### config.mk
export PLATFORM = sky130hd
export DESIGN_NAME = htw_ctrl
export DESIGN_NICKNAME = d
export VERILOG_FILES = /design/src/sv/htw_pkg.sv /design/src/sv/htw_ctrl.sv
export SDC_FILE = /design/constraint.sdc
export NUM_CORES = 1
export LEC_CHECK = 0
export BUFFER_PORTS_ARGS = -buffer_cell sky130_fd_sc_hd__buf_2
export CAP_MARGIN = 20
export CORE_AREA = 5 5 42 44
export CTS_CLUSTER_SIZE = 12
export DETAILED_ROUTE_END_ITERATION = 8
export DIE_AREA = 0 0 47 49
export GPL_TIMING_DRIVEN = 0
export HOLD_SLACK_MARGIN = 0.05
export PLACE_DENSITY = 0.64
export SLEW_MARGIN = 20
export SYNTH_ARGS = -nofsm -noshare
export SYNTH_HDL_FRONTEND = slang
export SYNTH_SLANG_ARGS = --single-unit
### constraint.sdc
create_clock -name clk -period 2.5 [get_ports clk]
set_input_delay 0.625 -clock clk [delete_from_list [all_inputs] [get_ports clk]]
set_output_delay 0.625 -clock clk [all_outputs]
set_load 0.05 [all_outputs]
### src/sv/htw_pkg.sv
// Package for the hashed timing wheel: payload structs, result kinds and
// default sizes. No dependencies.
package htw_pkg;

	localparam int WheelSlots   = 9;
	localparam int SlotCapacity = 16;
	localparam int DelayBits    = 16;

	localparam logic [1:0] KIND_ACCEPTED = 2'd0;
	localparam logic [1:0] KIND_DROPPED  = 2'd1;
	localparam logic [1:0] KIND_FIRED    = 2'd2;
	localparam logic [1:0] KIND_TICK_END = 2'd3;

	localparam logic FUNC_INSERT = 1'b0;
	localparam logic FUNC_TICK   = 1'b1;

	typedef struct packed {
		logic               func;
		logic [31:0]        handle;
		logic [7:0]         msg_type;
		logic signed [31:0] session;
		logic [15:0]        delay;
	} in_item_t;

	typedef struct packed {
		logic [1:0]         kind;
		logic [31:0]        out_handle;
		logic [7:0]         out_type;
		logic signed [31:0] out_session;
		logic               last;
	} out_item_t;

	// Commands from the controller to the datapath.
	typedef struct packed {
		logic load_item;   // capture the accepted input item
		logic ins_start;   // start the slot and rounds computation
		logic ins_write;   // write the new entry, bump the fill count
		logic tick_start;  // advance the position, start the slot walk
		logic walk_read;   // issue the read of the next entry
		logic walk_step;   // consume the entry whose read data is ready
		logic walk_done;   // store the new fill count
		logic emit_ins;    // present the insert result
		logic emit_fire;   // present a fired timer
		logic emit_end;    // present the tick-end marker
	} htw_cmd_t;

	// Status from the datapath to the controller.
	typedef struct packed {
		logic func;
		logic div_done;
		logic walk_more;    // entries remain to be read
		logic fire;         // entry in hand has zero rounds
	} htw_sts_t;

endpackage

### src/sv/htw_ctrl.sv
// Controller of the hashed timing wheel: sequences inserts and slot walks.
// Depends on htw_pkg.
module htw_ctrl
	import htw_pkg::*;
(
	input  logic     clk,
	input  logic     arst_n,
	input  logic     in_valid,
	output logic     in_ready,
	output logic     out_valid,
	input  logic     out_ready,
	input  htw_sts_t sts,
	output htw_cmd_t cmd
);

	localparam logic [2:0] ST_IDLE  = 3'd0;
	localparam logic [2:0] ST_DEC   = 3'd1;
	localparam logic [2:0] ST_DIV   = 3'd2;
	localparam logic [2:0] ST_INS   = 3'd3;
	localparam logic [2:0] ST_READ  = 3'd4;
	localparam logic [2:0] ST_STEP  = 3'd5;
	localparam logic [2:0] ST_WAIT  = 3'd6;
	localparam logic [2:0] ST_END   = 3'd7;

	logic [2:0] state_q, state_d;
	logic       ovalid_q, ovalid_d;
	logic       out_free;

	// Output register is free when empty or being taken this cycle.
	assign out_free  = !ovalid_q || out_ready;
	assign out_valid = ovalid_q;
	assign in_ready  = (state_q == ST_IDLE);

	// Next state and commands.
	always_comb begin
		state_d  = state_q;
		ovalid_d = ovalid_q && !out_ready;
		cmd      = '0;
		case (state_q)
			ST_IDLE: begin
				if (in_valid) begin
					cmd.load_item = 1'b1;
					state_d = ST_DEC;
				end
			end
			ST_DEC: begin
				if (sts.func == FUNC_TICK) begin
					cmd.tick_start = 1'b1;
					state_d = ST_READ;
				end else begin
					cmd.ins_start = 1'b1;
					state_d = ST_DIV;
				end
			end
			ST_DIV: begin
				// Rounds and full settle while this state sees the divider done.
				if (sts.div_done) begin
					state_d = ST_INS;
				end
			end
			ST_INS: begin
				if (out_free) begin
					cmd.ins_write = 1'b1;
					cmd.emit_ins  = 1'b1;
					ovalid_d = 1'b1;
					state_d  = ST_IDLE;
				end
			end
			ST_READ: begin
				if (sts.walk_more) begin
					cmd.walk_read = 1'b1;
					state_d = ST_STEP;
				end else begin
					state_d = ST_END;
				end
			end
			ST_STEP: begin
				if (!sts.fire) begin
					cmd.walk_step = 1'b1;
					state_d = ST_READ;
				end else if (out_free) begin
					cmd.walk_step = 1'b1;
					cmd.emit_fire = 1'b1;
					ovalid_d = 1'b1;
					state_d  = ST_READ;
				end else begin
					state_d = ST_WAIT;
				end
			end
			ST_WAIT: begin
				if (out_free) begin
					cmd.walk_step = 1'b1;
					cmd.emit_fire = 1'b1;
					ovalid_d = 1'b1;
					state_d  = ST_READ;
				end
			end
			ST_END: begin
				if (out_free) begin
					cmd.walk_done = 1'b1;
					cmd.emit_end  = 1'b1;
					ovalid_d = 1'b1;
					state_d  = ST_IDLE;
				end
			end
			default: begin
				state_d = ST_IDLE;
			end
		endcase
	end

	always_ff @(posedge clk or negedge arst_n) begin
		if (!arst_n) begin
			state_q  <= ST_IDLE;
			ovalid_q <= 1'b0;
		end else begin
			state_q  <= state_d;
			ovalid_q <= ovalid_d;
		end
	end

endmodule

==> impl_metrics.yaml <==
final_layout:
  nNetsFinal: 76
  final_cell_mix: "sky130_fd_sc_hd__buf_2 (19), sky130_fd_sc_hd__nor2_1 (6), sky130_fd_sc_hd__nand2b_1 (4), sky130_fd_sc_hd__buf_4 (4), sky130_fd_sc_hd__dfrtp_1 (4)"
  layout_commonest_cell: "sky130_fd_sc_hd__buf_2"
  areaGrowthSynthToFinish_pct: 34.37
  final_non_filler_cell_total: 82
  post_route_cells_drive_above_1_share: 0.5000
  antenna-diode-count: 0
  utilization: 0.3839
clocking:
  post_cts_resized: 0
  clock_sink_total: 4
  ctsLongestPathBuffers: 2
  cts.root.buffer_cell: "sky130_fd_sc_hd__clkbuf_4"
  clock_buffers_created_by_tritoncts: 3
  cts_tree: "done"
  cts_setup_buffers: 0
  htreeDepth: 1
  holdBufCountCts: 0
  clkTransAtPathRegs_ns: 0.04
  worst_skew_pair.late_latency_ns: 0.23
logic_synthesis:
  post_synthesis_net_count: 52
  synthTopCellsByArea: "sky130_fd_sc_hd__dfrtp_1 (25%), sky130_fd_sc_hd__buf_4 (7.5%), sky130_fd_sc_hd__nand2b_1 (6.3%)"
  yosysTopAreaCellShare: 0.2500
  synth.lib_cells_used.distinct: 26
  synth_edf_count: 0
  synth_register_bits: 4
  synthDominantAreaCellType: "sky130_fd_sc_hd__dfrtp_1"
  most_used_flip_flop_cell_after_synthesis: "sky130_fd_sc_hd__dfrtp_1"
  yosysSeqAreaShare: 0.2500
  synth_warnings: 0
  post_synth_inst_count: 44
  postSynthAreaPerCell_um2: 9.100
  async_reset_ff_frac: 1.000
  synth.cell_area_um2: 400.4
timing:
  timing.final.crit_share: 0.8588
  fin_setup_tns_ns: 0
  post-route-min-period_ns: 2.147
  drv_slew: 0
  max_freq_mhz: 465.8
  max-slew-margin-rel: 0.8346
  max_slew.worst_pin.slew_ns: 0.2476
  hold_viol_final: 0
  clock_skew_ns: 0.0007348
  timing.hold.ws_ns: 0.1923
  setup_viol_count_final: 0
  rsz0062_at_grt: "false"
routing:
  detail_route.first_pass.iterations: 4
  detail_route.iter0.violations: 4
  detail_route.wl_per_cell_um: 11.22
  drt_drc_violations_left: 0
  antenna_left: 0
  dr_total_vias: 389
  average_via_count_per_standard_cell: 4.744
  drt_wl_total_um: 920
critical_path:
  cell_chain_critical_path: "buf_2, nand2b_1, nand2_1, nor2_1, buf_4, buf_2"
  ws_path_type: "in2out"
  worst_path_most_repeated_cell: "sky130_fd_sc_hd__buf_2"
  critical_path.max_stage_delay_ns: 0.24
  worst-r2r-cell-count: 3
  critical_path.reg2reg.startpoint: "out_valid$_DFF_PN0_"
  timing.critical_path.to_type: "output pin"
  worst_path_dominant_cell_family: "simple AND/OR/NAND/NOR gates"
  crit-reg2reg-capture: "state_q[0]$_DFFE_PN0P_"
  cp_num_buf_inv: 3
  timing.critical_path.required_ns: 1.88
  cp_data_arrival_time_ns: 1.52
  worstSetupPathDepth: 6
  end_point_of_the_critical_path: "cmd[7]"
  critPathSlowestCell: "sky130_fd_sc_hd__buf_2"
  worst-path-max-fanout: 5
  critical_path.startpoint: "out_ready"
  reg2reg_setup_slack_ns: 1.43
  crit_path_start_kind: "input pin"
placed_design:
  placedCellCount: 79
  number_of_buffers_inserted_by_port_buffering: 19
  globalplace.congestion: 0.7448
  dp_hpwl_um: 751.3
power_and_ir_drop:
  power_per_cell_area_nw_per_um2: 1513
  totalPowerFinal_mw: 0.8142
  leakagePower_nw: 0.2774
  ir_worst_vdd_mv: 0.6073
floorplan:
  floorplan.core_area_um2: 1401
  io_pins: 20
  die_height_um: 49
  initial_utilization: 0.2857
  core.rowCount: 14
  die-width_um: 47
  die_area_um2: 2303
global_route:
  global_route.usage.met2: 0.1199
  use_met1: 0.09333
  first_global_vias: 351
  grt_antenna_before_repair: 0
  grt_pass1_wl_um: 1359
  grt_start_max_net_pins: 11
  grt_busiest_layer: "met2"
  met3_layer_usage_reported_by_global_route: 0.02583
  global_route.usage.total: 0.07986
  grt.overflow.total: 0
flow_run:
  drv_cap: 0
status:
  status: "finished, final reports clean"
worst_hold_path:
  min-delay-path-class: "in2async"
per-layer routing:
layer,share of wire,routed length [um]
met5,0,0
met4,0,0
met3,0.077,71
met2,0.47,428
met1,0.46,419
Yosys cell counts, drive strengths merged (2+ instances only):
library cell	instances
buf	5
nand3	2
nor2	6
nor3	2
a21oi	2
dfrtp	4
nand2	3
o21ai	3
nand2b	4
through the flow:
stage	setup WS [ns]	cell area (um^2)
after CTS	0.3376	538.0
after global placement	0.3719	515.5
after detailed placement	0.3363	515.5
after global routing	0.2820	538.0
after floorplan	-0.02912	400.4
final	0.3530	538.0
where the power goes:
part	switching (mW)	internal, mW	total (mW)
clock network	0.0226	0.0534	0.0761
registers	0.0438	0.0975	0.141
logic	0.393	0.204	0.597
total	0.460	0.355	0.814
registers in the layout, indices dropped and copies added, names as in the netlist:
name / flops
state_q: 3
out_valid: 1
worst reg2reg max path: stages, from the launching register on:
cell and delay, ns:
sky130_fd_sc_hd__dfrtp_1 0.38, sky130_fd_sc_hd__nor2b_1 0.17, sky130_fd_sc_hd__a22o_1 0.23, sky130_fd_sc_hd__a21o_1 0.17
kinds of logic after synthesis:
group	Yosys count	share of synthesized area
compound gates	11	0.2187
buf+inv	6	0.1125
simple gates	23	0.4187
flops	4	0.2500
how the worst min path moves through the flow:
stage | start | to
6_report | arst_n | state_q[1]$_DFFE_PN0P_
5_1_grt | arst_n | state_q[1]$_DFFE_PN0P_
4_1_cts | arst_n | state_q[0]$_DFFE_PN0P_
3_5_place_dp | arst_n | state_q[0]$_DFFE_PN0P_
3_3_place_gp | arst_n | state_q[2]$_DFFE_PN0P_
2_1_floorplan | arst_n | out_valid$_DFF_PN0_
cell type report:
class | instances | area, um^2
flip-flops and latches | 4 | 100.1
multi-input cells | 34 | 255.2
repair buffers | 19 | 95.09
plain buffers | 5 | 41.29
fillers | 150 | 863.3
clock buffers | 3 | 22.52
well taps | 16 | 20.02
inverters | 1 | 3.754
Note: power is estimated with default switching activity, not from simulation.
